[src/hw/rtl/asa_pkg.sv]
// Shared types and constants for the address-space slot allocator.
// Used by every module under hw/rtl; depends on nothing.
package asa_pkg;

   localparam int unsigned SLOT_COUNT = 16;
   localparam int unsigned SLOT_W     = $clog2(SLOT_COUNT);
   localparam int unsigned ID_W       = 4;
   localparam int unsigned ADDR_W     = 28;
   localparam int unsigned BASE_W     = 27;
   localparam int unsigned REF_W      = 16;
   localparam int unsigned CSR_IDX_W  = 2;

   localparam logic [REF_W-1:0]  REF_MAX     = '1;
   localparam logic [REF_W-1:0]  REF_ONE     = REF_W'(1);
   localparam logic [ADDR_W:0]   PAGE_MASK   = (ADDR_W+1)'(4095);
   localparam logic [ADDR_W-1:0] RAM_DEFAULT = ADDR_W'(128 * 1024 * 1024);

   typedef enum logic [1:0] {
      MODE_CREATE  = 2'd0,
      MODE_RETAIN  = 2'd1,
      MODE_RELEASE = 2'd2,
      MODE_SWITCH  = 2'd3
   } asa_mode_type;

   typedef enum logic [2:0] {
      STAT_OK       = 3'd0,
      STAT_NO_FREE  = 3'd1,
      STAT_NO_RAM   = 3'd2,
      STAT_BAD_SLOT = 3'd3,
      STAT_NOT_USED = 3'd4,
      STAT_CURRENT  = 3'd5
   } asa_status_type;

   typedef enum logic [CSR_IDX_W-1:0] {
      CSR_REGION_START = 2'd0,
      CSR_REGION_BYTES = 2'd1,
      CSR_RAM_LIMIT    = 2'd2
   } asa_csr_type;

   typedef enum logic {
      ST_IDLE = 1'b0,
      ST_EXEC = 1'b1
   } asa_state_type;

   // One slot entry as kept in the slot memory
   typedef struct packed {
      logic [REF_W-1:0]  refs;
      logic [BASE_W-1:0] base;
   } asa_entry_type;

   // Result of the lowest-free-slot search
   typedef struct packed {
      logic              found;
      logic [SLOT_W-1:0] index;
   } asa_free_type;

   // Result beat, lowest field in the lowest bits
   typedef struct packed {
      logic [6:0]        pad;
      logic              freed;
      logic              remap;
      logic [ID_W-1:0]   current_slot;
      logic              current_valid;
      logic [REF_W-1:0]  ref_count;
      logic [BASE_W-1:0] region_base;
      logic [ID_W-1:0]   slot_out;
      asa_status_type    status;
   } asa_rsp_type;

endpackage

[src/hw/rtl/asa_slot_ram.sv]
// Slot entry memory: one write port, one read port, registered read data.
// Depends on asa_pkg for the entry type and depth.
module asa_slot_ram (
   input  logic                  clock,
   input  logic                  wr_en,
   input  logic [asa_pkg::SLOT_W-1:0] wr_addr,
   input  asa_pkg::asa_entry_type wr_data,
   input  logic                  rd_en,
   input  logic [asa_pkg::SLOT_W-1:0] rd_addr,
   output asa_pkg::asa_entry_type rd_data
);
   import asa_pkg::*;

   asa_entry_type mem [SLOT_COUNT];
   asa_entry_type rd_data_ff;

   always_ff @(posedge clock) begin
      if (wr_en) begin
         mem[wr_addr] <= wr_data;
      end
   end

   // hold read data until the next read
   always_ff @(posedge clock) begin
      if (rd_en) begin
         rd_data_ff <= mem[rd_addr];
      end
   end

   assign rd_data = rd_data_ff;

endmodule

[src/hw/rtl/asa_free_find.sv]
// Priority search for the lowest slot whose busy flag is clear.
// Depends on asa_pkg for the slot count and the result struct.
module asa_free_find (
   input  logic [asa_pkg::SLOT_COUNT-1:0] busy,
   output asa_pkg::asa_free_type          result
);
   import asa_pkg::*;

   always_comb begin
      result = '0;
      // scan downward so the lowest free slot wins
      for (int i = SLOT_COUNT - 1; i >= 0; i--) begin
         if (!busy[i]) begin
            result.found = 1'b1;
            result.index = SLOT_W'(i);
         end
      end
   end

endmodule

[src/hw/rtl/address_space_slot_allocator.sv]
// Address-space slot allocator: top level with request sequencing and result register.
// Each accepted request passes through the execute state, which loads the result register and
// raises its result beat; a result held by rsp_tready stalls execute.
// A new request is taken only in IDLE, once the last one has executed, as the slot memory reads then writes.
// Synchronous active-high reset clears busy/region flags, the bump counter, the current
// space and the registers to their defaults at once; the slot memory is not swept.
module address_space_slot_allocator (
   input  logic        clock,
   input  logic        reset,
   // request channel
   input  logic        req_tvalid,
   output logic        req_tready,
   input  logic [7:0]  req_tdata,   // [3:0] slot_id, [7:4] zero
   input  logic [1:0]  req_tuser,   // [1:0] mode
   // result channel
   output logic        rsp_tvalid,
   input  logic        rsp_tready,
   // [2:0] status, [6:3] slot_out, [33:7] region_base, [49:34] ref_count,
   // [50] current_valid, [54:51] current_slot, [55] remap, [56] freed, [63:57] zero
   output logic [63:0] rsp_tdata,
   // register write channel
   input  logic        csr_valid,
   output logic        csr_ready,
   input  logic [asa_pkg::CSR_IDX_W-1:0] csr_index,
   input  logic [asa_pkg::ADDR_W-1:0]    csr_wdata
);
   import asa_pkg::*;

   // control state
   asa_state_type          state_ff, state_in;
   logic [SLOT_COUNT-1:0]  busy_ff, busy_in;
   logic [SLOT_COUNT-1:0]  has_region_ff, has_region_in;
   logic [ADDR_W-1:0]      handed_ff, handed_in;
   logic                   active_valid_ff, active_valid_in;
   logic [SLOT_W-1:0]      active_slot_ff, active_slot_in;
   logic                   rsp_valid_ff, rsp_valid_in;

   // configuration
   logic [ADDR_W-1:0]      region_start_ff;
   logic [ADDR_W:0]        region_size_ff;   // region_bytes rounded up to a page
   logic [ADDR_W-1:0]      ram_limit_ff;

   // request held across the execute cycle
   asa_mode_type           mode_ff;
   logic [ID_W-1:0]        id_ff;
   logic [SLOT_W-1:0]      tgt_ff;
   logic                   no_free_ff;
   logic [ADDR_W:0]        next_ff;          // region_start + bytes handed out
   asa_rsp_type            rsp_ff, rsp_in;

   // memory and search
   asa_free_type           free_slot;
   asa_entry_type          rd_entry;
   asa_entry_type          wr_entry;
   logic                   wr_en;
   logic                   req_accept;
   logic [SLOT_W-1:0]      rd_addr;
   logic                   region_grant;

   // bump arithmetic
   logic [ADDR_W+1:0]      bump_end;
   logic                   bump_fail;
   logic [ADDR_W-1:0]      handed_sum;

   asa_free_find u_free_find (
      .busy   (busy_ff),
      .result (free_slot)
   );

   asa_slot_ram u_slot_ram (
      .clock   (clock),
      .wr_en   (wr_en),
      .wr_addr (tgt_ff),
      .wr_data (wr_entry),
      .rd_en   (req_accept),
      .rd_addr (rd_addr),
      .rd_data (rd_entry)
   );

   // take no beat while reset is held
   assign req_tready = (state_ff == ST_IDLE) && !reset;
   assign req_accept = req_tvalid && req_tready;
   assign csr_ready  = !reset;
   assign rsp_tvalid = rsp_valid_ff;
   assign rsp_tdata  = rsp_ff;

   // create targets the lowest free slot; the others address slot_id
   assign rd_addr = (asa_mode_type'(req_tuser) == MODE_CREATE) ? free_slot.index
                                                                : SLOT_W'(req_tdata[ID_W-1:0]);

   assign bump_end   = {1'b0, next_ff} + {1'b0, region_size_ff};
   assign bump_fail  = bump_end > (ADDR_W+2)'(ram_limit_ff);
   assign handed_sum = handed_ff + region_size_ff[ADDR_W-1:0];

   // registers: round region_bytes up to a whole page on write
   always_ff @(posedge clock) begin
      if (reset) begin
         region_start_ff <= '0;
         region_size_ff  <= '0;
         ram_limit_ff    <= RAM_DEFAULT;
      end else if (csr_valid && csr_ready) begin
         unique case (asa_csr_type'(csr_index))
            CSR_REGION_START: region_start_ff <= csr_wdata;
            CSR_REGION_BYTES: region_size_ff  <= ({1'b0, csr_wdata} + PAGE_MASK) & ~PAGE_MASK;
            CSR_RAM_LIMIT:    ram_limit_ff    <= csr_wdata;
            default: ;
         endcase
      end
   end

   // latch the request and the bump start while the memory read is in flight
   always_ff @(posedge clock) begin
      if (req_accept) begin
         mode_ff    <= asa_mode_type'(req_tuser);
         id_ff      <= req_tdata[ID_W-1:0];
         tgt_ff     <= rd_addr;
         no_free_ff <= !free_slot.found;
         next_ff    <= {1'b0, region_start_ff} + {1'b0, handed_ff};
      end
   end

   always_ff @(posedge clock) begin
      if (reset) begin
         state_ff        <= ST_IDLE;
         busy_ff         <= '0;
         has_region_ff   <= '0;
         handed_ff       <= '0;
         active_valid_ff <= 1'b0;
         active_slot_ff  <= '0;
         rsp_valid_ff    <= 1'b0;
      end else begin
         state_ff        <= state_in;
         busy_ff         <= busy_in;
         has_region_ff   <= has_region_in;
         handed_ff       <= handed_in;
         active_valid_ff <= active_valid_in;
         active_slot_ff  <= active_slot_in;
         rsp_valid_ff    <= rsp_valid_in;
      end
   end

   always_ff @(posedge clock) begin
      rsp_ff <= rsp_in;
   end

   // sequencer: IDLE issues the read, EXEC builds the result and writes back any changed entry
   always_comb begin
      logic              tgt_busy;
      logic              tgt_region;
      logic              bad_slot;
      logic [REF_W-1:0]  ref_now;
      logic [BASE_W-1:0] base_now;
      logic [BASE_W-1:0] base_new;
      logic [REF_W-1:0]  refs_new;
      asa_rsp_type       res;

      state_in        = state_ff;
      busy_in         = busy_ff;
      has_region_in   = has_region_ff;
      handed_in       = handed_ff;
      active_valid_in = active_valid_ff;
      active_slot_in  = active_slot_ff;
      rsp_valid_in    = rsp_valid_ff && !rsp_tready;
      rsp_in          = rsp_ff;
      wr_en           = 1'b0;
      wr_entry        = rd_entry;
      region_grant    = 1'b0;

      tgt_busy   = busy_ff[tgt_ff];
      tgt_region = has_region_ff[tgt_ff];
      bad_slot   = 32'(id_ff) >= SLOT_COUNT;
      // a slot that is not busy always has a zero count; never read stale memory for it
      ref_now    = tgt_busy ? rd_entry.refs : '0;
      base_now   = tgt_region ? rd_entry.base : '0;
      base_new   = tgt_region ? rd_entry.base : next_ff[BASE_W-1:0];
      refs_new   = ref_now;
      res        = '0;
      res.status = STAT_OK;
      res.slot_out = id_ff;

      unique case (state_ff)
         ST_IDLE: begin
            if (req_accept) begin
               state_in = ST_EXEC;
            end
         end
         ST_EXEC: begin
            // stall while the previous result is still waiting
            if (!rsp_valid_ff || rsp_tready) begin
               case (mode_ff)
                  MODE_CREATE: begin
                     if (no_free_ff) begin
                        res.status   = STAT_NO_FREE;
                        res.slot_out = '0;
                     end else if (!tgt_region && bump_fail) begin
                        res.status   = STAT_NO_RAM;
                        res.slot_out = '0;
                     end else begin
                        if (!tgt_region) begin
                           region_grant          = 1'b1;
                           has_region_in[tgt_ff] = 1'b1;
                           handed_in             = handed_sum;
                        end
                        busy_in[tgt_ff]  = 1'b1;
                        wr_en            = 1'b1;
                        wr_entry.refs    = REF_ONE;
                        wr_entry.base    = base_new;
                        res.slot_out     = ID_W'(tgt_ff);
                        res.region_base  = base_new;
                        res.ref_count    = REF_ONE;
                     end
                  end
                  default: begin
                     if (bad_slot) begin
                        res.status = STAT_BAD_SLOT;
                     end else if (!tgt_busy) begin
                        res.status      = STAT_NOT_USED;
                        res.region_base = base_now;
                     end else begin
                        res.region_base = base_now;
                        case (mode_ff)
                           MODE_RETAIN: begin
                              if (ref_now != REF_MAX) begin
                                 refs_new = ref_now + REF_ONE;
                              end
                              wr_en         = 1'b1;
                              wr_entry.refs = refs_new;
                           end
                           MODE_RELEASE: begin
                              if (ref_now != '0) begin
                                 refs_new = ref_now - REF_ONE;
                              end
                              wr_en         = 1'b1;
                              wr_entry.refs = refs_new;
                              if (refs_new == '0) begin
                                 busy_in[tgt_ff] = 1'b0;
                                 res.freed       = 1'b1;
                                 if (active_valid_ff && active_slot_ff == tgt_ff) begin
                                    active_valid_in = 1'b0;
                                    active_slot_in  = '0;
                                 end
                              end
                           end
                           default: begin
                              if (active_valid_ff && active_slot_ff == tgt_ff) begin
                                 res.status = STAT_CURRENT;
                              end else begin
                                 active_valid_in = 1'b1;
                                 active_slot_in  = tgt_ff;
                                 res.remap       = 1'b1;
                              end
                           end
                        endcase
                        res.ref_count = refs_new;
                     end
                  end
               endcase
               res.current_valid = active_valid_in;
               res.current_slot  = active_valid_in ? ID_W'(active_slot_in) : '0;
               rsp_in       = res;
               rsp_valid_in = 1'b1;
               state_in     = ST_IDLE;
            end
         end
         default: state_in = ST_IDLE;
      endcase
   end

`ifndef SYNTHESIS
   // the current space must always be a busy slot
   a_current_busy: assert property (@(posedge clock) disable iff (reset)
      active_valid_ff |-> busy_ff[active_slot_ff])
      else $error("current space points at a free slot");

   // a busy slot always owns a region
   a_busy_has_region: assert property (@(posedge clock) disable iff (reset)
      (busy_ff & ~has_region_ff) == '0)
      else $error("busy slot without a region");

   // an accepted request moves to the execute cycle
   a_accept_exec: assert property (@(posedge clock) disable iff (reset)
      req_accept |=> state_ff == ST_EXEC)
      else $error("accepted request did not enter execute");

   // the bump counter only moves when a region is granted
   a_bump_moves: assert property (@(posedge clock) disable iff (reset)
      (!$past(reset) && handed_ff != $past(handed_ff)) |-> $past(region_grant))
      else $error("bump counter moved without a region grant");

   // a memory write happens only in the execute cycle
   a_write_exec: assert property (@(posedge clock) disable iff (reset)
      wr_en |-> state_ff == ST_EXEC)
      else $error("slot memory written outside execute");
`endif

endmodule
[config.mk]
export PLATFORM = sky130hd
export DESIGN_NAME = address_space_slot_allocator
export DESIGN_NICKNAME = d
export VERILOG_FILES = /design/src/hw/rtl/asa_pkg.sv /design/src/hw/rtl/asa_slot_ram.sv /design/src/hw/rtl/asa_free_find.sv /design/src/hw/rtl/address_space_slot_allocator.sv
export SDC_FILE = /design/constraint.sdc
export NUM_CORES = 1
export LEC_CHECK = 0
export BUFFER_PORTS_ARGS = -buffer_cell sky130_fd_sc_hd__buf_2
export CAP_MARGIN = 20
export CORE_ASPECT_RATIO = 0.9
export CORE_MARGIN = 4
export CORE_UTILIZATION = 50
export CTS_CLUSTER_DIAMETER = 30
export DETAILED_ROUTE_END_ITERATION = 8
export HOLD_SLACK_MARGIN = 0.15
export PLACE_DENSITY = 0.74
export SLEW_MARGIN = 15
export SYNTH_ARGS = -nofsm -noshare
export SYNTH_HDL_FRONTEND = slang
export SYNTH_SLANG_ARGS = --single-unit
[constraint.sdc]
create_clock -name clock -period 8.29 [get_ports clock]
set_input_delay 0.829 -clock clock [delete_from_list [all_inputs] [get_ports clock]]
set_output_delay 0.829 -clock clock [all_outputs]
set_load 0.02 [all_outputs]
Word level (Yosys, flattened, before mapping)
Memories as Yosys holds them, arrays and structs flattened. A register that Yosys moved wholly into a read port is not among the register bits.
Index checks and enable logic that the tools add are counted.

word-level totals
  flip-flop bits (word level) = 237
  RAM bits = 688
  input port bits = 45
  output and inout bits = 67
  word-level logic and storage cells = 171
  memories = 1

operators by class
  add/sub/neg operators = 6
  $lt $le $gt $ge = 3
  eq/ne operators = 8
  muxes and demuxes = 90
  bitwise operators = 10
  reductions and logical operators = 30

memory list
  memory          words  width  read ports  clocked after memory_dff  wr ports  RTL line            source
  u_slot_ram.mem  16     43     1           1                         1         asa_slot_ram.sv:14  asa_entry_type mem [SLOT_COUNT];

operators by type and width
  kind                      count
  $mux W16                  17
  $mux W43                  6
  $mux W27                  3
  $mux W5                   16
  $pmux W16 S2              2
  $mux W4                   8
  $or A16 B16 Y16           2
  $add A29 B29 Y30          1
  $gt A30 B28 Y1            1
  $add A28 B12 Y29 const B  1
  $add A28 B28 Y29          1
  $add A28 B28 Y28          1
  $mux W28                  1
  $mux W1                   25
  $add A16 B1 Y16 const B   1
  $and A16 B16 Y16          1
  $logic_not A16 Y1         1
  $ne A16 B16 Y1 const B    1
  $not A16 Y16              1
  $reduce_bool A16 Y1       1
  $sub A16 B1 Y16 const B   1
  $mux W3                   4
  $bmux W1 S4               2
  $pmux W4 S2               1
  22 further kinds          48

Longest topological paths before layout
  depth after elaboration = 17
  mapped depth = 22
  mapped depth without buffers = 20

Hierarchy
From an unflattened synthesis, not the netlist that was laid out.

unflattened totals
  cells, all modules = 2615
  area, all modules = 40734.1 um^2

by module, submodules not included
  module                        instances  cells each  area each (um^2)  seq. area each (um^2)
  asa_slot_ram                  1          1116        27069.7           21951.1
  address_space_slot_allocator  1          1468        13500.4           5475.3
  asa_free_find                 1          31          163.9             0.0

Least setup slack after synthesis
Ideal clock, no wire load.

  kind = flip-flop to flip-flop
  start = register next_ff[17]
  end = memory u_slot_ram.mem[3][0] in the netlist's numbering (enable)
  library setup time = 0.444 ns
  arrival time = 5.885 ns
  data required time = 7.846 ns
  path slack = 1.961 ns
  cell stages (with the launch flop) = 21
  path buffers = 1
  period minus slack after synthesis = 6.329 ns
  cells stage by stage = edfxtp_1 ha_1 o21a_1 or2_2 o2111a_1 or3_1 a21oi_1 o21bai_1 a21oi_1 xnor2_1 ha_1 a211oi_1 o211ai_1 nor3b_1 o21a_1 a22oi_1 nor2_1 o21ba_2 o21ai_1 clkbuf_1 nor2_1

between the ends
  word-level cells in the longest chain between the ends = 10

RTL lines
  what                           RTL line                             source
  start, declared                address_space_slot_allocator.sv:48   logic [ADDR_W:0] next_ff;
  start signal, assigned         address_space_slot_allocator.sv:118  next_ff <= {1'b0, region_start_ff} + {1'b0, handed_ff};
  $add A29 B29 Y30               address_space_slot_allocator.sv:91   assign bump_end = {1'b0, next_ff} + {1'b0, region_size_ff};
  $gt A30 B28 Y1                 address_space_slot_allocator.sv:92   assign bump_fail = bump_end > (ADDR_W+2)'(ram_limit_ff);
  $logic_and A1 B1 Y1            address_space_slot_allocator.sv:195  end else if (!tgt_region && bump_fail) begin
  $mux W1                        address_space_slot_allocator.sv:195
  $mux W1                        address_space_slot_allocator.sv:192  if (no_free_ff) begin
  $mux W1                        address_space_slot_allocator.sv:190  case (mode_ff)
  $mux W1                        address_space_slot_allocator.sv:189  if (!rsp_valid_ff || rsp_tready) begin
  $mux W1                        address_space_slot_allocator.sv:181  unique case (state_ff)
  $mux W1                        asa_slot_ram.sv:18                   if (wr_en) begin
  $mux W1 (not written as such)  asa_slot_ram.sv:19                   mem[wr_addr] <= wr_data;
  end, declared                  asa_slot_ram.sv:14

No other way between the ends.

Worst setup path after layout
  start = register next_ff[12]
  end = memory u_slot_ram.mem[0][27] in the netlist's numbering (enable)

The elaborated chain is that of the path after synthesis.

==> flow_summary.yaml <==
die:
  coreArea_um2: 82830
  dieArea_um2: 88480
  initial_core_util_pct: 50.58
  die_height_um: 282.6
  row_count: 100
  die_w_um: 313.1
  boundaryPins: 112
drt:
  drt_iter0_drc: 3361
  routedWlPerCell_um: 21.97
  top_layer: "met4"
  viasPerCell: 5.924
  wl_met3_um: 9350
  ant_nets: 0
  wl_met1_um: 44640
  vias: 28940
  dr.pass1.iters: 5
  wirelength_um: 107300
  dr_wl_met2_um: 50270
  drcViolationCount: 0
pwr:
  leakage_nw: 17.87
  powerDensity_nw_per_um2: 258.4
  finalPower_mw: 12.78
  ir_drop_mv: 0.1847
sta:
  timing.final.crit_period_ns: 6.591
  skew_ns: 0.04448
  rsz0062_at_grt: "no"
  relSlewSlack_pct: 25.63
  timing.final.crit_share_pct: 79.50
  hold_viol: 0
  clock.fmax_ghz: 0.1517
  setup_tns_ns: 0
  setup_viol: 0
  worst_slew_pin_slew_ns: 1.113
  drv_slew: 0
cells_and_area:
  multi_input_area_um2: 13570
  drive_gt1_share_pct: 14.08
  n_antenna_cell: 0
  fill_cells: 6232
  seq_area_um2: 27430
  nNetsFinal: 3751
  area_delta_synth_final_pct: 18.07
clock_network:
  cts.sinks: 956
  ctsHoldBuffers: 0
  post_cts_buffers: 0
  post_cts_resized: 0
  clk_latency_ns: 0.75
  clk_pin_slew_ns: 0.05
  ctsLongestPathBuffers: 3
  cts_root_buf: "clkbuf_16"
  cts_tree: "done"
  cts_buffers: 164
  htreeDepth: 4
yosys:
  ys_warn_count: 0
  async_flop_share_pct: 0
  ys_seq_area_share_pct: 65.47
  syn_area_per_cell_um2: 11.96
  yosysTopAreaCellShare_pct: 59.35
  syn_inst: 3502
  yosysMostFrequentCell: "edfxtp_1"
  synth_area_leaders: "edfxtp_1, nand2_1, dfxtp_1"
  yosysTopAreaCell: "edfxtp_1"
  ys.flop_type: "edfxtp_1"
  synth_cell_types: 76
  synth-edff-count: 828
  synth_common_cells: "edfxtp_1, nand2_1, clkbuf_1, nor2_1, o21ai_0"
  synth_seq_cells: 956
  syn_area_um2: 41890
min_path:
  worst_hold_path_type: "input port to flop"
global_route:
  grt_max_degree: 179
  grt_usage_pct: 23.74
  grt_pass1_vias: 27440
  grt_pass1_wl_um: 162100
  grt-ovfl-total: 0
  antenna_found_initial: 0
worst_setup_path:
  required_ns: 8.69
  worstSetupStartpointType: "flop"
  path_buf_inv: 2
  worst_path_largest_cell_delay_ns: 0.84
  end_kind: "flop"
  critical_path_arrival_ns: 6.99
  slowest_stage: "nor2_4"
  path_max_fanout: 21
  crit_type: "flop to flop"
  cp_top_family: "compound AO/OA/AOI/OAI gates"
  path_cells: "ha_1 > fa_1 > a211o_1 > a21oi_1 > o221ai_1 > a21o_1 > a21o_1 > a21oi_1 > xnor2_1 > ha_1 > a211oi_1 > o211ai_1 > nor3b_1 > o21a_1 > a22oi_1 > nor2_1 > o21ba_2 > o21ai_4 > buf_12 > nor2_4 > buf_4"
run:
  maxCapViolations: 0
placement:
  hpwl_um: 57520
  port_buffers: 100
  gp_congestion: 0.8832
status:
  status: "finished clean"
final timing paths:
check	startpoint	slack [ns]	endpoint	depth (start not counted)
setup / recovery	next_ff[12]	1.70	u_slot_ram.mem[0][27]	21
hold / removal	req_tdata[3]	0.29	id_ff[3]	1
setup reg to reg	next_ff[12]	1.70	u_slot_ram.mem[0][27]	21
hold reg to reg	region_start_ff[6]	0.40	next_ff[6]	0
where the power goes:
group | switching, mW | leakage (nW) | internal [mW]
combinational | 0.441 | 6.59 | 0.197
clock | 2.46 | 2.73 | 4.34
sequential | 0.0467 | 8.55 | 5.30
cell families (layout without fill, tap and decap cells):
family                   after synthesis  after routing  synth area share [%]
AO/OA/AOI/OAI                        579            579                 9.044
buffers and inverters                290            545                 2.697
multiplexers                         188            188                 4.845
adder cells (fa/ha/maj)               84             84                 2.563
flip-flops                           956            956                 65.47
AND/OR/NAND/NOR                     1338           1338                 13.99
other                                  1              7              0.008952
XOR/XNOR                              66             66                 1.380
layout by cell type (no fill, tap or decap), types with 18 or more instances in the layout:
| cell | instances |
|---|---|
| inv_1 | 72 |
| clkbuf_16 | 166 |
| clkinv_2 | 19 |
| ha_1 | 81 |
| or3_1 | 24 |
| xor2_1 | 21 |
| buf_4 | 61 |
| a211oi_1 | 26 |
| clkinvlp_4 | 19 |
| nor3_1 | 25 |
| nor2_1 | 146 |
| mux2i_1 | 150 |
| bufinv_16 | 18 |
| a32oi_1 | 47 |
| buf_2 | 99 |
| nand3b_1 | 43 |
| clkbuf_1 | 20 |
| mux2_2 | 28 |
| nor2b_1 | 19 |
| xnor2_1 | 45 |
| o221ai_1 | 47 |
| clkinv_4 | 20 |
| a21oi_1 | 130 |
| nor2_4 | 18 |
| edfxtp_1 | 828 |
| dfxtp_1 | 128 |
| a22oi_1 | 28 |
| a31oi_1 | 22 |
| o21a_1 | 22 |
| nand2_1 | 802 |
| nand4_1 | 24 |
| o21ai_0 | 158 |
| nand3_1 | 157 |
sequential cells by signal (all words and copies together), names as in the netlist, 2 cells and up, named ones only:
name,count
region_start_ff,28
u_slot_ram.mem,688
u_slot_ram.rd_data,43
active_slot_ff,4
handed_ff,16
next_ff,29
ram_limit_ff,28
rsp_tdata,57
tgt_ff,4
has_region_ff,16
region_size_ff,17
mode_ff,2
id_ff,4
metrics by stage:
| stage | instance area (µm²) | hold WS (ns) | setup WS, ns | instances | utilization (%) |
|---|---|---|---|---|---|
| after floorplan | 41910 | 0.4081 | 1.961 | 3508 | - |
| after global placement | 43690 | 0.4128 | 1.857 | 4576 | 52.74 |
| after detailed placement | 43690 | 0.4146 | 1.736 | 4576 | 52.74 |
| after CTS | 49410 | 0.2502 | 1.631 | 4883 | 59.65 |
| after global routing | 49460 | 0.2688 | 1.472 | 4885 | 59.71 |
| final | 49460 | 0.2911 | 1.699 | 4885 | 59.71 |
layer usage:
layer,track usage [%],vias up
li1,-,13130
met1,33.32,14150
met2,37.79,1462
met3,3.882,203
met4,8.645,0
met5,0,-
final cells by class:
type                    instances  share of cell area (%)
clock buffers                 190                   8.662
clock inverters               117                   2.907
inverters                      73                  0.5692
multi-input cells            2262                   27.43
flip-flops and latches        956                   55.45
well taps                    1122                   2.838
repair buffers                165                   2.145
No activity file was read; power rests on OpenSTA's default activity.
